$ cat config.mk
export PLATFORM = sky130hd
export DESIGN_NAME = fifo_with_remove_by_key
export DESIGN_NICKNAME = d
export VERILOG_FILES = /design/src/fifo_rbk_pkg.sv /design/src/fifo_rbk_store.sv /design/src/fifo_rbk_seq.sv /design/src/fifo_with_remove_by_key.sv
export SDC_FILE = /design/constraint.sdc
export NUM_CORES = 1
export LEC_CHECK = 0
export ABC_AREA = 1
export BUFFER_PORTS_ARGS = -buffer_cell sky130_fd_sc_hd__buf_2
export CORE_MARGIN = 3
export CORE_UTILIZATION = 55
export DETAILED_ROUTE_END_ITERATION = 10
export PLACE_DENSITY = 0.72
export SYNTH_ARGS = -nofsm -noshare
export SYNTH_HDL_FRONTEND = slang
export SYNTH_SLANG_ARGS = --single-unit
export TNS_END_PERCENT = 50
$ cat constraint.sdc
create_clock -name clk -period 5.05 [get_ports clk]
set_input_delay 1.01 -clock clk [delete_from_list [all_inputs] [get_ports clk]]
set_output_delay 1.01 -clock clk [all_outputs]
set_load 0.005 [all_outputs]
$ cat src/fifo_rbk_pkg.sv
// shared types and constants for the fifo with remove-by-key block
// no dependencies; imported by every module of the block
`default_nettype none

package fifo_rbk_pkg;

    // store geometry
    localparam int QUEUE_DEPTH = 16;
    localparam int IDX_W       = $clog2(QUEUE_DEPTH);
    localparam int CNT_W       = $clog2(QUEUE_DEPTH + 1);

    // field widths
    localparam int CODE_W = 32;
    localparam int ACT_W  = 2;
    localparam int STAT_W = 2;
    localparam int OCC_W  = 7;

    // action codes
    localparam logic [ACT_W-1:0] ACT_PUSH   = 2'd0;
    localparam logic [ACT_W-1:0] ACT_REMOVE = 2'd1;
    localparam logic [ACT_W-1:0] ACT_POP    = 2'd2;
    localparam logic [ACT_W-1:0] ACT_LIST   = 2'd3;

    // status codes
    localparam logic [STAT_W-1:0] STATUS_OK    = 2'd0;
    localparam logic [STAT_W-1:0] STATUS_EMPTY = 2'd1;
    localparam logic [STAT_W-1:0] STATUS_FULL  = 2'd2;

    // one result beat from the sequencer to the output stage
    typedef struct packed {
        logic                     valid;
        logic signed [CODE_W-1:0] value;
        logic [STAT_W-1:0]        status;
        logic [OCC_W-1:0]         occupancy;
        logic                     last;
    } result_t;

    // store access request from the sequencer
    typedef struct packed {
        logic              wr_en;
        logic [IDX_W-1:0]  wr_addr;
        logic [CODE_W-1:0] wr_data;
        logic              rd_en;
        logic [IDX_W-1:0]  rd_addr;
    } mem_req_t;

    // sequencer states
    typedef enum logic [2:0] {
        ST_IDLE = 3'b001,
        ST_WALK = 3'b010,
        ST_DONE = 3'b100
    } seq_state_t;

endpackage

`default_nettype wire

$ cat src/fifo_rbk_store.sv
// entry store: one write port, one read port with registered read data
// depends on fifo_rbk_pkg
`default_nettype none

module fifo_rbk_store (
    input  wire logic                          clk,
    input  wire fifo_rbk_pkg::mem_req_t        req,
    output logic [fifo_rbk_pkg::CODE_W-1:0]    rd_data
);
    import fifo_rbk_pkg::*;

    logic [CODE_W-1:0] entries_reg [QUEUE_DEPTH];
    logic [CODE_W-1:0] rd_data_reg;

    // write port
    always_ff @(posedge clk)
    begin
        if (req.wr_en)
        begin
            entries_reg[req.wr_addr] <= req.wr_data;
        end
    end

    // read port, data holds while no read is issued
    always_ff @(posedge clk)
    begin
        if (req.rd_en)
        begin
            rd_data_reg <= entries_reg[req.rd_addr];
        end
    end

    assign rd_data = rd_data_reg;

endmodule

`default_nettype wire

$ cat src/fifo_rbk_seq.sv
// sequencer: takes one action, walks the store one entry per cycle unless a list beat is stalled, emits results
// depends on fifo_rbk_pkg; drives fifo_rbk_store through a mem_req_t
`default_nettype none

module fifo_rbk_seq (
    input  wire logic                               clk,
    input  wire logic                               rst_n,
    input  wire logic                               in_valid,
    output logic                                    in_ready,
    input  wire logic [fifo_rbk_pkg::ACT_W-1:0]     action,
    input  wire logic signed [fifo_rbk_pkg::CODE_W-1:0] code,
    input  wire logic                               emit_ok,
    output fifo_rbk_pkg::result_t                   res,
    output fifo_rbk_pkg::mem_req_t                  mem_req,
    input  wire logic [fifo_rbk_pkg::CODE_W-1:0]    rd_data
);
    import fifo_rbk_pkg::*;

    seq_state_t        state_reg, state_next;
    logic [CNT_W-1:0]  count_reg, count_next;
    logic              dv_reg, dv_next;
    logic [ACT_W-1:0]  act_reg, act_next;
    logic [CODE_W-1:0] key_reg, key_next;
    logic [CNT_W-1:0]  rd_cnt_reg, rd_cnt_next;
    logic [CNT_W-1:0]  dv_idx_reg, dv_idx_next;
    logic [CNT_W-1:0]  kept_reg, kept_next;
    logic [CODE_W-1:0] head_reg, head_next;
    logic [CODE_W-1:0] rv_reg, rv_next;
    logic [STAT_W-1:0] rs_reg, rs_next;
    logic [CNT_W-1:0]  ro_reg, ro_next;

    logic              consume;
    logic              advance;
    logic              issue;
    logic [CNT_W-1:0]  idx_m1;

    assign in_ready = (state_reg == ST_IDLE);
    assign idx_m1   = dv_idx_reg - CNT_W'(1);

    // next state, store access and result beat
    always_comb
    begin
        state_next  = state_reg;
        count_next  = count_reg;
        dv_next     = dv_reg;
        act_next    = act_reg;
        key_next    = key_reg;
        rd_cnt_next = rd_cnt_reg;
        dv_idx_next = dv_idx_reg;
        kept_next   = kept_reg;
        head_next   = head_reg;
        rv_next     = rv_reg;
        rs_next     = rs_reg;
        ro_next     = ro_reg;
        consume     = 1'b0;
        advance     = 1'b0;
        issue       = 1'b0;
        mem_req     = '0;
        res         = '0;

        unique case (state_reg)
            ST_IDLE:
            begin
                if (in_valid)
                begin
                    act_next    = action;
                    key_next    = code;
                    rd_cnt_next = '0;
                    dv_next     = 1'b0;
                    kept_next   = '0;
                    rv_next     = '0;
                    if (action == ACT_PUSH)
                    begin
                        state_next = ST_DONE;
                        if (count_reg >= CNT_W'(QUEUE_DEPTH))
                        begin
                            rs_next = STATUS_FULL;
                            ro_next = count_reg;
                        end
                        else
                        begin
                            mem_req.wr_en   = 1'b1;
                            mem_req.wr_addr = count_reg[IDX_W-1:0];
                            mem_req.wr_data = code;
                            count_next      = count_reg + CNT_W'(1);
                            rs_next         = STATUS_OK;
                            ro_next         = count_reg + CNT_W'(1);
                        end
                    end
                    else if (count_reg == '0)
                    begin
                        state_next = ST_DONE;
                        rs_next    = STATUS_EMPTY;
                        ro_next    = '0;
                    end
                    else
                    begin
                        state_next = ST_WALK;
                    end
                end
            end

            ST_WALK:
            begin
                // the pending entry read from the store is consumed unless a list beat is stalled
                consume = dv_reg && ((act_reg != ACT_LIST) || emit_ok);
                advance = !dv_reg || consume;
                issue   = advance && (rd_cnt_reg < count_reg);

                if (issue)
                begin
                    mem_req.rd_en   = 1'b1;
                    mem_req.rd_addr = rd_cnt_reg[IDX_W-1:0];
                    rd_cnt_next     = rd_cnt_reg + CNT_W'(1);
                    dv_idx_next     = rd_cnt_reg;
                end
                if (advance)
                begin
                    dv_next = issue;
                end

                if (consume)
                begin
                    priority if (act_reg == ACT_REMOVE)
                    begin
                        if (rd_data != key_reg)
                        begin
                            mem_req.wr_en   = 1'b1;
                            mem_req.wr_addr = kept_reg[IDX_W-1:0];
                            mem_req.wr_data = rd_data;
                            kept_next       = kept_reg + CNT_W'(1);
                        end
                    end
                    else if (act_reg == ACT_POP)
                    begin
                        if (dv_idx_reg == '0)
                        begin
                            head_next = rd_data;
                        end
                        else
                        begin
                            mem_req.wr_en   = 1'b1;
                            mem_req.wr_addr = idx_m1[IDX_W-1:0];
                            mem_req.wr_data = rd_data;
                        end
                    end
                    else
                    begin
                        res.valid     = 1'b1;
                        res.value     = rd_data;
                        res.status    = STATUS_OK;
                        res.occupancy = OCC_W'(count_reg);
                        res.last      = ((dv_idx_reg + CNT_W'(1)) == count_reg);
                    end
                end

                // walk complete: nothing left to read, nothing pending
                if (advance && !issue)
                begin
                    rv_next = '0;
                    rs_next = STATUS_OK;
                    priority if (act_reg == ACT_REMOVE)
                    begin
                        count_next = kept_next;
                        ro_next    = kept_next;
                        state_next = ST_DONE;
                    end
                    else if (act_reg == ACT_POP)
                    begin
                        count_next = count_reg - CNT_W'(1);
                        ro_next    = count_reg - CNT_W'(1);
                        rv_next    = head_next;
                        state_next = ST_DONE;
                    end
                    else
                    begin
                        state_next = ST_IDLE;
                    end
                end
            end

            ST_DONE:
            begin
                res.valid     = 1'b1;
                res.value     = rv_reg;
                res.status    = rs_reg;
                res.occupancy = OCC_W'(ro_reg);
                res.last      = 1'b1;
                if (emit_ok)
                begin
                    state_next = ST_IDLE;
                end
            end

            default:
            begin
                state_next = ST_IDLE;
            end
        endcase
    end

    // control state
    always_ff @(posedge clk or negedge rst_n)
    begin
        if (!rst_n)
        begin
            state_reg <= ST_IDLE;
            count_reg <= '0;
            dv_reg    <= 1'b0;
        end
        else
        begin
            state_reg <= state_next;
            count_reg <= count_next;
            dv_reg    <= dv_next;
        end
    end

    // working registers of the current action
    always_ff @(posedge clk)
    begin
        act_reg    <= act_next;
        key_reg    <= key_next;
        rd_cnt_reg <= rd_cnt_next;
        dv_idx_reg <= dv_idx_next;
        kept_reg   <= kept_next;
        head_reg   <= head_next;
        rv_reg     <= rv_next;
        rs_reg     <= rs_next;
        ro_reg     <= ro_next;
    end

endmodule

`default_nettype wire

$ cat src/fifo_with_remove_by_key.sv
// Order-keeping queue of up to QUEUE_DEPTH signed 32-bit codes with push, pop,
// remove-all-by-key and list. A push writes the store as it is accepted and gives
// one result beat. Pop and remove walk the store through its single read port,
// one entry per cycle, and then give one result beat. List gives one result beat
// per entry, one per cycle, stretched by any output stall. An action on an empty
// queue (other than push) gives one empty-status beat. A registered output stage
// lets the next action be accepted while a result waits.
// top level; depends on fifo_rbk_pkg, fifo_rbk_seq, fifo_rbk_store
`default_nettype none

module fifo_with_remove_by_key (
    input  wire logic                                   clk,
    input  wire logic                                   rst_n,
    input  wire logic                                   in_valid,
    output logic                                        in_ready,
    input  wire logic [fifo_rbk_pkg::ACT_W-1:0]         action,
    input  wire logic signed [fifo_rbk_pkg::CODE_W-1:0] code,
    output logic                                        out_valid,
    input  wire logic                                   out_ready,
    output logic signed [fifo_rbk_pkg::CODE_W-1:0]      value,
    output logic [fifo_rbk_pkg::STAT_W-1:0]             status,
    output logic [fifo_rbk_pkg::OCC_W-1:0]              occupancy,
    output logic                                        last
);
    import fifo_rbk_pkg::*;

    result_t           res;
    mem_req_t          mem_req;
    logic [CODE_W-1:0] rd_data;
    logic              emit_ok;

    logic                     out_valid_reg, out_valid_next;
    logic signed [CODE_W-1:0] value_reg;
    logic [STAT_W-1:0]        status_reg;
    logic [OCC_W-1:0]         occ_reg;
    logic                     last_reg;

    // sequencer and store
    fifo_rbk_seq u_seq (
        .clk      (clk),
        .rst_n    (rst_n),
        .in_valid (in_valid),
        .in_ready (in_ready),
        .action   (action),
        .code     (code),
        .emit_ok  (emit_ok),
        .res      (res),
        .mem_req  (mem_req),
        .rd_data  (rd_data)
    );

    fifo_rbk_store u_store (
        .clk     (clk),
        .req     (mem_req),
        .rd_data (rd_data)
    );

    // output stage: takes a beat when empty or being drained
    assign emit_ok = !out_valid_reg || out_ready;

    always_comb
    begin
        out_valid_next = out_valid_reg;
        if (emit_ok)
        begin
            out_valid_next = res.valid;
        end
    end

    always_ff @(posedge clk or negedge rst_n)
    begin
        if (!rst_n)
        begin
            out_valid_reg <= 1'b0;
        end
        else
        begin
            out_valid_reg <= out_valid_next;
        end
    end

    always_ff @(posedge clk)
    begin
        if (emit_ok && res.valid)
        begin
            value_reg  <= res.value;
            status_reg <= res.status;
            occ_reg    <= res.occupancy;
            last_reg   <= res.last;
        end
    end

    assign out_valid = out_valid_reg;
    assign value     = value_reg;
    assign status    = status_reg;
    assign occupancy = occ_reg;
    assign last      = last_reg;

endmodule

`default_nettype wire
==> metrics list, run 1 <==
- DP HPWL: roughly 46 mm
- Final wirelength: about 74 mm
* Fraction of final layout cells with drive strength greater than 1: about an eighth
* Maximum clock path buffer count: 3
* Data arrival time at the worst-slack endpoint: roughly 4.4 ns
* Aggregate global-route resource usage: 25.2%
* Clock transition at the registers of the reported paths: ~0.060 ns
* Slowest cell on crit path: sky130_fd_sc_hd__nor2_4
- The worst pin sits at a relative slew slack of roughly a fifth.
* Chip Height: 243 µm
* TritonCTS clock tree: done
- The worst setup path is launched from a register.
- In this run the post-CTS setup repair buffer count came out at 0.
* Port Buf Inserts: 79
* Final worst path period share: between 80% and 90%
- Post-cts resize count: 0
- CTS root buf: sky130_fd_sc_hd__clkbuf_16
- Once layout is complete, the utilization of the core stands at between 60% and 70%.
- Crit path max-delay family: simple AND/OR/NAND/NOR gates
- Flip-flop count of the largest register after layout: 512
* Mean Syn Cell Area: around 11 µm²
- Hold bufs inserted after CTS: 0
- Count of flip-flops with a built-in enable after synthesis: around 700
- The path class of the tightest hold or removal check is in2async.
* Slew Viols, Final: 0
* DR DRC count: 0
- In the synthesized netlist the dominant register cell turns out to be sky130_fd_sc_hd__edfxtp_1.
- Relative to the synthesized area, the layout overhead comes to 11.8%.
- Following the worst setup path forward leads to its endpoint at u_store.entries_reg[12][22]$_DFFE_PP_.
- The detailed router finished its first iteration with ~2500 violations.
- From left edge to right edge, the die measures about 240 µm.
- Insertion delay of the later-clocked pin in the worst-skew pair: a little over 0.6 ns
- Via count of the first global-routing pass: 19600
* ANT nets after route: 0
- The net count of the finished layout is around 3000.
- In this run the power density over the cells is 414 nW/µm².
- In this run the biggest area consumer among cell types represents 68.4% of the synthesized area.
- Measured in cells, the most critical reg-to-reg path has a length of 14.
- The critical path runs through a total of 14 cells.
- In this run the critical register-to-register path is launched from u_store.rd_data[20]$_DFFE_PP_.
- Entering global routing, the biggest net connects 99 pins.
- The die covers a little under 60000 µm².
- The congestion estimate from routability-driven global placement came to 0.950.
* Total grt overflow: 0
- The number of different library cells used by synthesis comes to 39.
* Initial Utilization: a little under three fifths
* IO Pins: 82
- Result of the run: complete, no violations
- Data on the critical path is required at its endpoint by between 5 and 6 ns.
- TritonCTS buffer count: 70
* Worst Tran Pin Value: about 1.2 ns
- The critical path goes through inv_1, nand2_1, nand2_1, nand2_1, nor2_1, nand2_1, nor2_1, nand2_1, ha_1, nand2_1, o21ai_0, a22oi_1, nand3_1, nor2_4.
* Most frequent cell on the critical path: sky130_fd_sc_hd__nand2_1
* Post-detailed-route wirelength per cell: 20.0 µm
- The worst-case IR drop observed on VDD is roughly 0.24 mV.
- On the worst path, the slowest cell contributes a delay of between 0.9 and 1 ns.
- Critical path class: reg2reg
* Cell count after synthesis: 2817
- Htree depth: 3
- The final number of hold-violating endpoints came to 0.
- Setup TNS after final layout: 0 ns
* Total of max-cap violations: 0
* Vias per cell: 5.57
* Crit Path Max Fanout: 32
* Core Area: approximately 55000 µm²
* Synth area leaders: sky130_fd_sc_hd__edfxtp_1, sky130_fd_sc_hd__nand2_1, sky130_fd_sc_hd__inv_1
- Number of rows in the core area: between 80 and 90
- Reg-to-reg critical path endpoint: u_store.entries_reg[12][22]$_DFFE_PP_
- Tracing the worst setup path back leads to its startpoint at u_store.rd_data[20]$_DFFE_PP_.
- The Yosys step of the flow raised 0 warnings.
* First-pass GRT wire length: 115 mm
* Initial antenna violation count: 3
- Counting flops and latches in the post-synthesis netlist gives 714.
- Setup clock skew after layout: 0.0222 ns
* RSZ-0062 raised after global routing: false
* Worst Path Buf+Inv: 1
* Cell taking the most area after synthesis: sky130_fd_sc_hd__edfxtp_1
- Setup violations remaining at the end of the flow were counted as 0.
- Drt first pass iters: 5
* Synthesized cell area: about 31000 µm²
- In this run the static leakage power is between 10 and 15 nW.
- Sequential fraction of the synthesis area: between 60 and 70%
- Minimum setup slack among reg-to-reg paths: 0.93 ns
- FMAX: about 240 MHz
- Fraction of registers with async set/reset: between 1 and 1.5%
* Element type at the critical path end: register
- CTS saw approximately 700 sinks.
* Via count: about 21000
- The worst path needs between 4 and 5 ns of the cycle, external delays included.
[worst min path at each step]
stage	start	endpoint	slack [ns]
floorplan	u_seq.rd_cnt_reg[4]$_SDFFCE_PN0P_	u_seq.dv_idx_reg[4]$_DFFE_PP_	0.48
global placement	u_seq.ro_reg[0]$_DFFE_PP_	occupancy[0]$_DFFE_PP_	0.51
CTS	rst_n	u_seq.count_reg[1]$_DFFE_PN0P_	0.25
detailed placement	u_seq.rd_cnt_reg[3]$_SDFFCE_PN0P_	u_seq.dv_idx_reg[3]$_DFFE_PP_	0.51
global route	rst_n	u_seq.count_reg[1]$_DFFE_PN0P_	0.27
finish	rst_n	u_seq.count_reg[1]$_DFFE_PN0P_	0.28
[metrics by stage]
step	setup slack, ns	cell area, µm²	hold WS [ns]	power [mW]	cells
6_report	0.931	34600	0.282	14.3	3700
5_1_grt	0.612	34600	0.270	14.9	3700
4_1_cts	0.914	34600	0.252	14.4	3699
3_5_place_dp	0.911	32400	0.514	9.35	3576
3_3_place_gp	1.04	32400	0.507	9.29	3576
2_1_floorplan	0.373	30900	0.478	8.61	2818
[layout make-up]
type | instances | area [µm²]
Fill cell | 4258 | 20700
Multi-Input combinational cell | 1570 | 7570
Tap cell | 748 | 936
Antenna cell | 1 | 2.50
Inverter | 405 | 1520
Clock buffer | 85 | 1910
Timing Repair Buffer | 139 | 933
Clock inverter | 38 | 299
Sequential cell | 714 | 21400
[power breakdown]
group	total (mW)	leakage (nW)	internal, mW	switching (mW)
combinational	2.05	6.35	0.593	1.46
clock	5.07	1.09	2.90	2.16
sequential	7.20	6.74	7.01	0.197
[cells by family after synthesis]
family	count (synthesis)	share of synthesized area, %
fa+ha+maj	16	0.648
flops	714	69.2
buf+inv	534	6.96
compound gates	332	6.47
simple gates	1205	16.3
xor+xnor	15	0.425
other cells	1	0.0121
[worst register-to-register path, stage by stage (launching register included)]
cell	delay, ns
sky130_fd_sc_hd__edfxtp_1	0.48
sky130_fd_sc_hd__inv_1	0.18
sky130_fd_sc_hd__nand2_1	0.08
sky130_fd_sc_hd__nand2_1	0.06
sky130_fd_sc_hd__nand2_1	0.06
sky130_fd_sc_hd__nor2_1	0.10
sky130_fd_sc_hd__nand2_1	0.09
sky130_fd_sc_hd__nor2_1	0.23
sky130_fd_sc_hd__nand2_1	0.25
sky130_fd_sc_hd__ha_1	0.26
sky130_fd_sc_hd__nand2_1	0.05
sky130_fd_sc_hd__o21ai_0	0.08
sky130_fd_sc_hd__a22oi_1	0.40
sky130_fd_sc_hd__nand3_1	0.48
sky130_fd_sc_hd__nor2_4	0.92
[placed cells by master, fill, tap and decap left out, drive strengths merged]
master,Yosys,routed
o41ai,1,1
o21ai,184,184
clkbuf,54,85
bufinv,0,4
diode,0,1
dfrtp,9,9
or2,64,64
conb,1,2
nor3,6,6
o211ai,128,128
clkinvlp,0,3
a21oi,13,13
clkinv,1,30
edfxtp,704,704
nor4,1,1
inv,404,406
nand4,9,9
nand3,217,217
o31ai,1,1
buf,75,139
nor2,317,317
xor2,9,9
a21boi,1,1
a22oi,1,1
nand2,591,591
dfstp,1,1
ha,16,16
o22ai,2,2
xnor2,6,6
a31oi,1,1
[per-layer routing]
metal  part of all wire (%)  routed length, µm  vias to the layer above  GRT usage (%)
li1                       -                  -                     9625              -
met1                     44              32800                     9923           38.9
met2                     44              32500                      946           36.8
met3                    9.3               6870                      109           3.94
met4                    2.6               1920                        0           8.45
met5                      0                  0                        -              0
[synth_stat cells (8+ instances only)]
library cell / number
sky130_fd_sc_hd__ha_1: 16
sky130_fd_sc_hd__nor2_1: 314
sky130_fd_sc_hd__o21ai_1: 69
sky130_fd_sc_hd__buf_6: 8
sky130_fd_sc_hd__edfxtp_1: 704
sky130_fd_sc_hd__xor2_1: 9
sky130_fd_sc_hd__inv_1: 398
sky130_fd_sc_hd__nand3_1: 217
sky130_fd_sc_hd__clkbuf_1: 54
sky130_fd_sc_hd__dfrtp_1: 9
sky130_fd_sc_hd__nand2_1: 589
sky130_fd_sc_hd__buf_2: 61
sky130_fd_sc_hd__a21oi_1: 13
sky130_fd_sc_hd__o21ai_0: 114
sky130_fd_sc_hd__o211ai_1: 128
sky130_fd_sc_hd__nand4_1: 8
sky130_fd_sc_hd__or2_2: 64
No activity file was read; power rests on OpenSTA's default activity.
==> run 2, diff against run 1 <==
==> constraint.sdc (replaced) <==
create_clock -name clk -period 3.8 [get_ports clk]
set_input_delay 0.76 -clock clk [delete_from_list [all_inputs] [get_ports clk]]
set_output_delay 0.76 -clock clk [all_outputs]
set_load 0.005 [all_outputs]
==> run 2 against run 1 <==
  * Critical path depth is 1 lower
  * Highest routed layer unchanged
  * Critical path type unchanged
  * Die area stayed put
  * Routed wire length is 3.2% higher
  * Setup slack worse by 0.54 ns
  * Count of clock-buffer cells in the layout up 12
  * Sequential share of layout area down 1.3 points
  * Via count is 1.3% higher
  * Largest power group unchanged
  * Register-to-register slack lost 0.54 ns
  * Clock skew down 0.0018 ns
  * Global-route usage is 0.69 points higher
==> metrics list, run 2 (synthesis results as in run 1) <==
- Worst slew margin relative to its limit: between 10% and 20%
- Final worst path period share: approximately nine tenths
- Core Area: 55300 µm²
- After the flow finishes, the layout carries non-filler instances totaling between 3000 and 4000.
* TritonCTS sink count: ~710
- The post-route netlist has about an eighth of its cells at a drive strength greater than 1.
- Slew Viols, Final: 0
- After floorplanning, the core was divided into 86 placement rows.
- Htree depth: 3
* Pwr Density: ~550 nW/µm²
- Commonest cells after routing, fill and taps aside: sky130_fd_sc_hd__edfxtp_1, sky130_fd_sc_hd__nand2_1, sky130_fd_sc_hd__inv_1
* Via count of the first global-routing pass: roughly 20000
- Crit Path Max Fanout: 32
- Static leakage: between 10 and 15 nW
- Data arrival time at the worst-slack endpoint: 3.82 ns
- Minimum setup slack among reg-to-reg paths: roughly 0.39 ns
- Via count: roughly 21000
- The final number of hold-violating endpoints came to 0.
* CTS root buf: sky130_fd_sc_hd__clkbuf_16
- In this run the cell area measured after placement is 32900 µm².
* Setup clock skew after layout: approximately 0.02 ns
* DR DRC count: 0
- For this block, the initial DRC count from the detailed router was 2400.
* Total of max-cap violations: 0
* NumNets Final: roughly 3000
- Post-cts resize count: 0
- ANT nets after route: 0
- Slowest cell on crit path: sky130_fd_sc_hd__dfrtp_1
* Final count of negative-setup-slack endpoints: 0
- The worst register-to-register path begins at u_seq.count_reg[1]$_DFFE_PN0P_.
- Finished Cell Area: between 30000 and 40000 µm²
- Measured on the finished design, the core utilization comes to a little under two thirds.
* Type of the worst min-delay path: in2async
- Final hold slack: 0.0309 ns
- Number of cells after detailed placement: roughly 3600
* Post-CTS Repair Setup Buffers: 0
* Hold bufs inserted after CTS: 0
- Chip Height: 243 µm
- Port Buf Inserts: 79
- Reg-to-reg critical path endpoint: u_store.rd_data[12]$_DFFE_PP_
* Total grt overflow: 0
- Compared with the post-synthesis result, the final layout area differs by 14.3%.
- In this run the horizontal extent of the chip is 243 µm.
- STA classifies the critical path startpoint as a register.
* Setup TNS after final layout: 0 ns
- First-pass GRT wire length: 117 mm
- Clock transition at the registers of the reported paths: about 0.06 ns
- Prior to clock tree synthesis, the placed netlist has a worst setup slack of 0.337 ns.
* RSZ-0062 raised after global routing: false
- The floorplan step defined a die boundary enclosing between 50000 and 60000 µm².
- Cells along the critical path: inv_1, ha_1, nand2_1, inv_1, o21ai_1, nand4_2, nor2_4, buf_4, inv_1, nor2_4, buf_4, nand3_1, nand2_1
- The worst path in the final design needs a cycle of 3.41 ns, including I/O delays and setup.
* Critical path class: reg2reg
- Clock tree synthesis inserted a total of 73 buffers.
- Leading cell type in the layout, fill and taps excluded: sky130_fd_sc_hd__edfxtp_1
- The final layout contains routed wiring with a total length of between 70 and 80 mm.
- Dividing the detail-routed via count by the number of cells gives between 5 and 6.
- The critical path contains buffers and inverters numbering 5 combined.
* Post-detailed-route wirelength per cell: 20.3 µm
- The cell that appears most often on the critical path is sky130_fd_sc_hd__inv_1.
- The worst-case IR drop observed on VDD is 0.318 mV.
- The completed layout was analyzed and its total power is just under 20 mW.
- Delay of the slowest cell on the worst path: approximately 0.51 ns
- At the pin with the least slew margin, the transition time is between 1 and 1.5 ns.
- The longest clock path from root to sink contains 3 buffers.
- Insertion delay of the later-clocked pin in the worst-skew pair: between 0.6 and 0.7 ns
* Initial Utilization: ~56%
- At the worst endpoint, the required time is around 4.2 ns.
- On the critical path the largest part of the delay comes from buffers and inverters.
- Post-route worst setup slack: 0.391 ns
* Cell depth of the worst flop-to-flop path: 13
* DP HPWL: roughly 48 mm
* Flip-flop count of the largest register after layout: 512
* FMAX: 293 MHz
- IO Pins: between 80 and 90
- Initial antenna violation count: 3
- The flow ran to the end, and the final reports show no timing, DRC or antenna violations.
- Element type at the critical path end: register
- For this run, the detailed router's first-pass iteration total came to 6.
* RD Place Congestion: slightly above 0.9
- Aggregate global-route resource usage: 25.9%
- Pin count of the biggest net entering global routing: 98
- TritonCTS clock tree: done
## run 2: cell types whose count changed in the layout (fill, tap and decap cells not counted), moves of 3 or more
cell / change
sky130_fd_sc_hd__clkinv_2: -5
sky130_fd_sc_hd__clkbuf_16: +3
sky130_fd_sc_hd__buf_12: +20
sky130_fd_sc_hd__clkbuf_1: +7
sky130_fd_sc_hd__o21ai_2: -6
sky130_fd_sc_hd__o21ai_1: +6
sky130_fd_sc_hd__buf_4: +27
## run 2: layout make-up
type | count | area [µm²]
multi-input cells | 1570 | 7550
repair buffers | 186 | 1540
clock buffers | 97 | 2040
flip-flops and latches | 714 | 21400
well taps | 748 | 936
diodes | 1 | 2.50
fillers | 4152 | 20000
inverters | 405 | 1520
clock inverters | 37 | 338
## run 2: report_power, final
part	total [mW]	leakage (nW)	switching, mW	internal, mW
clock network	7.11	1.16	2.92	4.19
registers	9.55	6.74	0.242	9.31
logic	2.86	6.64	2.00	0.857
## run 2: worst reg2reg max path: stages (launching register included)
cell                      delay [ns]
sky130_fd_sc_hd__dfrtp_1        0.51
sky130_fd_sc_hd__inv_1          0.21
sky130_fd_sc_hd__ha_1           0.23
sky130_fd_sc_hd__nand2_1        0.07
sky130_fd_sc_hd__inv_1          0.03
sky130_fd_sc_hd__o21ai_1        0.18
sky130_fd_sc_hd__nand4_2        0.19
sky130_fd_sc_hd__nor2_4         0.29
sky130_fd_sc_hd__buf_4          0.36
sky130_fd_sc_hd__inv_1          0.15
sky130_fd_sc_hd__nor2_4         0.11
sky130_fd_sc_hd__buf_4          0.48
sky130_fd_sc_hd__nand3_1        0.15
sky130_fd_sc_hd__nand2_1        0.25
## run 2: worst max path at each step
stage	start	to	cells after the start	slack [ns]
after CTS	u_store.rd_data[20]$_DFFE_PP_	u_store.entries_reg[8][20]$_DFFE_PP_	15	0.42
after global placement	out_ready	u_store.entries_reg[1][3]$_DFFE_PP_	8	0.41
after detailed placement	out_ready	u_store.entries_reg[0][3]$_DFFE_PP_	8	0.34
after global routing	u_store.rd_data[5]$_DFFE_PP_	u_store.entries_reg[8][30]$_DFFE_PP_	15	0.16
after floorplan	in_valid	u_store.entries_reg[15][0]$_DFFE_PP_	10	0.24
final	u_seq.count_reg[1]$_DFFE_PN0P_	u_store.rd_data[12]$_DFFE_PP_	13	0.39
## run 2: layer usage
metal | vias to the layer above | track usage, % | wire length [µm]
li1 | 9730 | - | -
met1 | 10100 | 36.4 | 31400
met2 | 957 | 41.9 | 36100
met3 | 141 | 3.91 | 6760
met4 | 0 | 8.58 | 2140
met5 | - | 0 | 0
==> run 3, diff against run 2 <==
--- a/config.mk
+++ b/config.mk
@@ -5,10 +5,10 @@
 export SDC_FILE = /design/constraint.sdc
 export NUM_CORES = 1
 export LEC_CHECK = 0
-export ABC_AREA = 1
 export BUFFER_PORTS_ARGS = -buffer_cell sky130_fd_sc_hd__buf_2
 export CORE_MARGIN = 3
 export CORE_UTILIZATION = 55
+export CTS_CLUSTER_SIZE = 12
 export DETAILED_ROUTE_END_ITERATION = 10
 export PLACE_DENSITY = 0.72
 export SYNTH_ARGS = -nofsm -noshare
==> run 3 against run 2 <==
  * Global-route usage down 1.9 points
  * Cell count down 29%
  * Worst hold slack better by 0.32 ns
  * Flip-flop and latch count unchanged
  * Die area down 4.9%
  * Fmax down 5.5%
  * Total power up 5.9%
  * Cell area down 6.5%
  * Sequential share of layout area up 4.2 points
  * Clock skew down 0.0047 ns
  * Synthesized cell count down 34%
  * Largest power group unchanged
==> metrics list, run 3 <==
- Including well taps, the total number of placed cells is around 2600.
- The die covers roughly 56000 µm².
- Setup repair after global routing left no endpoint under its margin.
* Netlist cell types: 67
* Combinational group share of total power: ~22%
* NumNets Final: slightly above 2000
* First-pass GRT wire length: a little over 100 mm
* Cell count after synthesis: 1864
- Setup violations remaining at the end of the flow were counted as 0.
- Among the stages of the critical path, the cell type that occurs most often is sky130_fd_sc_hd__nand2_1.
* Slew Viols, Final: 0
- The average instance in the mapped netlist occupies 15.8 µm².
- For this design, the sink count on the clock tree is between 700 and 800.
* Vias per cell: ~6.3
- The flow ran to the end, and the final reports show no timing, DRC or antenna violations.
* Clock transition at the registers of the reported paths: roughly 0.060 ns
* Leading cell type in the layout, fill and taps excluded: sky130_fd_sc_hd__edfxtp_1
* Commonest cells in the netlist: sky130_fd_sc_hd__edfxtp_1, sky130_fd_sc_hd__mux2i_1, sky130_fd_sc_hd__nor2_1
- Detailed router's first-iteration violation count: roughly 1800
- Most common cell in the netlist: sky130_fd_sc_hd__edfxtp_1
* Pin count of the biggest net entering global routing: just over 100
- Of the synthesized area, sequential elements account for ~73%.
- Time the worst path needs with I/O delays and setup: 3.61 ns
- Drt first pass iters: 5
- Once the clock tree was built, the resizer swapped 0 gates to a different size.
- The final number of hold-violating endpoints is 0.
- Fraction of power spent switching nets: 29.1%
- TritonCTS built the clock tree.
- Pwr Density: between 600 and 700 nW/µm²
- ANT nets after route: 0
- The critical path in this run is classified as reg2reg.
- Derived from the worst setup path, the maximum achievable clock frequency is about 280 MHz.
* Delay of the slowest cell on the worst path: ~0.66 ns
* Chip Height: between 200 and 250 µm
- TritonCTS buffer count: 72
* Worst slew margin relative to its limit: about a fifth
- The number of global-route vias before repair came to between 15000 and 20000.
- Via count: between 15000 and 20000
* Fraction of power consumed by the clock network: a little under a third
- Clock tree synthesis selected as its root buffer the cell sky130_fd_sc_hd__clkbuf_16.
* Yosys reg bits: slightly above 700
- After clock tree synthesis, the flow added hold-fix buffers numbering 1.
- Final worst path period share: a little over nine tenths
* Maximum clock path buffer count: 3
- Among cell families on the critical path, the largest total delay comes from simple AND/OR/NAND/NOR gates.
- IO Pins: between 80 and 90
- Die extent in x: 237 µm
* Area share of the largest cell type after synthesis: between 70 and 80%
* Maximum vdd ir drop: 0.428 mV
* Fraction of final layout cells with drive strength greater than 1: between 10% and 20%
* Worst Tran Pin Value: 1.21 ns
- Cell Count, Final, Fillers Out: about 2700
- Commonest cells after routing, fill and taps aside: sky130_fd_sc_hd__edfxtp_1, sky130_fd_sc_hd__mux2i_1, sky130_fd_sc_hd__nor2_1
- Cell internal power was estimated by the tool at between 10 and 15 mW.
* Number of rows in the core area: 84
- Initial antenna violation count: 1
- Startpoint type of the worst setup path: register
- Compared with the post-synthesis result, the final layout area differs by 12.4%.
* Final wirelength: approximately 67 mm
- Per report_power, the sequential group accounts for about 47% of the total.
* Post-detailed-route wirelength per cell: approximately 25 µm
- The path class of the tightest hold or removal check is in2reg.
- Static leakage: around 11 nW
- In the routed design, unresolved DRC markers number 0.
* Port Buf Inserts: 79
* Cell taking the most area after synthesis: sky130_fd_sc_hd__edfxtp_1
- After global routing the overflow that remains totals 0.
- Initial Utilization: between 50% and 60%
* DP HPWL: approximately 41 mm
* RD Place Congestion: about 0.85
- Yosys warnings: 0
* Synth area leaders: sky130_fd_sc_hd__edfxtp_1, sky130_fd_sc_hd__mux2i_1, sky130_fd_sc_hd__mux2_2
- The register with the most flip-flops in the layout has roughly 510 of them.
- The clock reaches the later pin of the worst-skew pair after ~0.60 ns.
* Slowest cell on crit path: sky130_fd_sc_hd__nor4_1
- Fraction of registers with async set/reset: ~1.4%
- Adding up every negative setup slack in the final design gives 0 ns.
- Worst Path Buf+Inv: 1
- Worst endpoint required time: approximately 4.1 ns
- ANT cells: 0
- Setup clock skew after layout: ~0.016 ns
- Count of flip-flops with a built-in enable after synthesis: just over 700
- STA puts the critical path data arrival time at ~4 ns.
* Core Area: approximately 53000 µm²
- In the global route stage, overall resource usage came out at 24.0%.
* Synthesized cell area: 29400 µm²
- Traced cell by cell, the critical path runs through xnor2_1, nand4_1, nor4_1, nand2_1, ha_1, nand2_1, o21ai_0, a32o_1, or2_1, nor2_4, buf_12.
- Htree depth: 3
- Crit Path Max Fanout: 28
- Commonest register cell after synthesis: sky130_fd_sc_hd__edfxtp_1
- STA classifies the critical path endpoint as a register.
- Sw power: ~6.0 mW
- The tool flagged a number of max-cap violations equal to 0.
* Post-CTS Repair Setup Buffers: 0
run 3: logic make-up after synthesis:
family / synth area share [%]
AOI/OAI and AO/OA: 8.60
xor gates and xnor gates: 1.46
adders and majority gates: 0.682
buffers and inverters: 2.11
DFF: 72.8
muxes: 8.29
other: 0.0128
and+or+nand+nor: 6.00
run 3: power by group through the flow:
stage / Clock (mW) / Combinational, mW / Sequential [mW]
global placement: 0 / 4.49 / 9.89
global route: 6.73 / 4.98 / 9.82
detailed placement: 0 / 4.56 / 9.92
floorplan: 0 / 3.24 / 9.82
finish: 6.30 / 4.60 / 9.76
CTS: 6.39 / 4.58 / 9.76
run 3: final cells by class:
type / count / area (µm²)
Sequential cell: 714 / 21400
Fill cell: 3634 / 19700
Multi-Input combinational cell: 1010 / 7510
Clock buffer: 87 / 1860
Timing Repair Buffer: 148 / 1150
Tap cell: 688 / 861
Clock inverter: 18 / 151
Inverter: 21 / 81.3
run 3: final timing paths:
kind	startpoint	end	slack [ns]	cells past startpoint
hold / removal	action[1]	u_seq.act_reg[1]$_DFFE_PP_	0.35	1
setup / recovery	u_store.rd_data[3]$_DFFE_PP_	u_store.entries_reg[8][15]$_DFFE_PP_	0.19	11
min in group asynchronous	rst_n	out_valid$_DFFE_PN0P_	0.56	2
setup reg to reg	u_store.rd_data[3]$_DFFE_PP_	u_store.entries_reg[8][15]$_DFFE_PP_	0.19	11
hold reg to reg	u_seq.rs_reg[1]$_SDFFCE_PP0P_	status[1]$_DFFE_PP_	0.52	1
max in group asynchronous	rst_n	u_seq.state_reg[0]$_DFFE_PN1P_	2.97	2
run 3: metrics by stage:
| stage | total power [mW] | worst slack, ns | util [%] | area, µm² | hold slack (ns) |
|---|---|---|---|---|---|
| floorplan | 13.1 | -0.531 | - | 29400 | 0.451 |
| global placement | 14.4 | 0.295 | 58.8 | 31000 | 0.502 |
| detailed placement | 14.5 | 0.271 | 58.8 | 31000 | 0.509 |
| CTS | 20.7 | 0.245 | 62.7 | 33000 | 0.322 |
| global route | 21.5 | 0.128 | 62.7 | 33000 | 0.341 |
| finish | 20.7 | 0.191 | 62.7 | 33000 | 0.350 |
run 3: metal layers:
layer	vias up	part of all wire, %	GRT usage, %
met3	94	8.9	4.31
li1	7467	-	-
met1	8518	42	35.1
met5	-	0	0
met2	809	47	37.3
met4	0	1.9	6.80
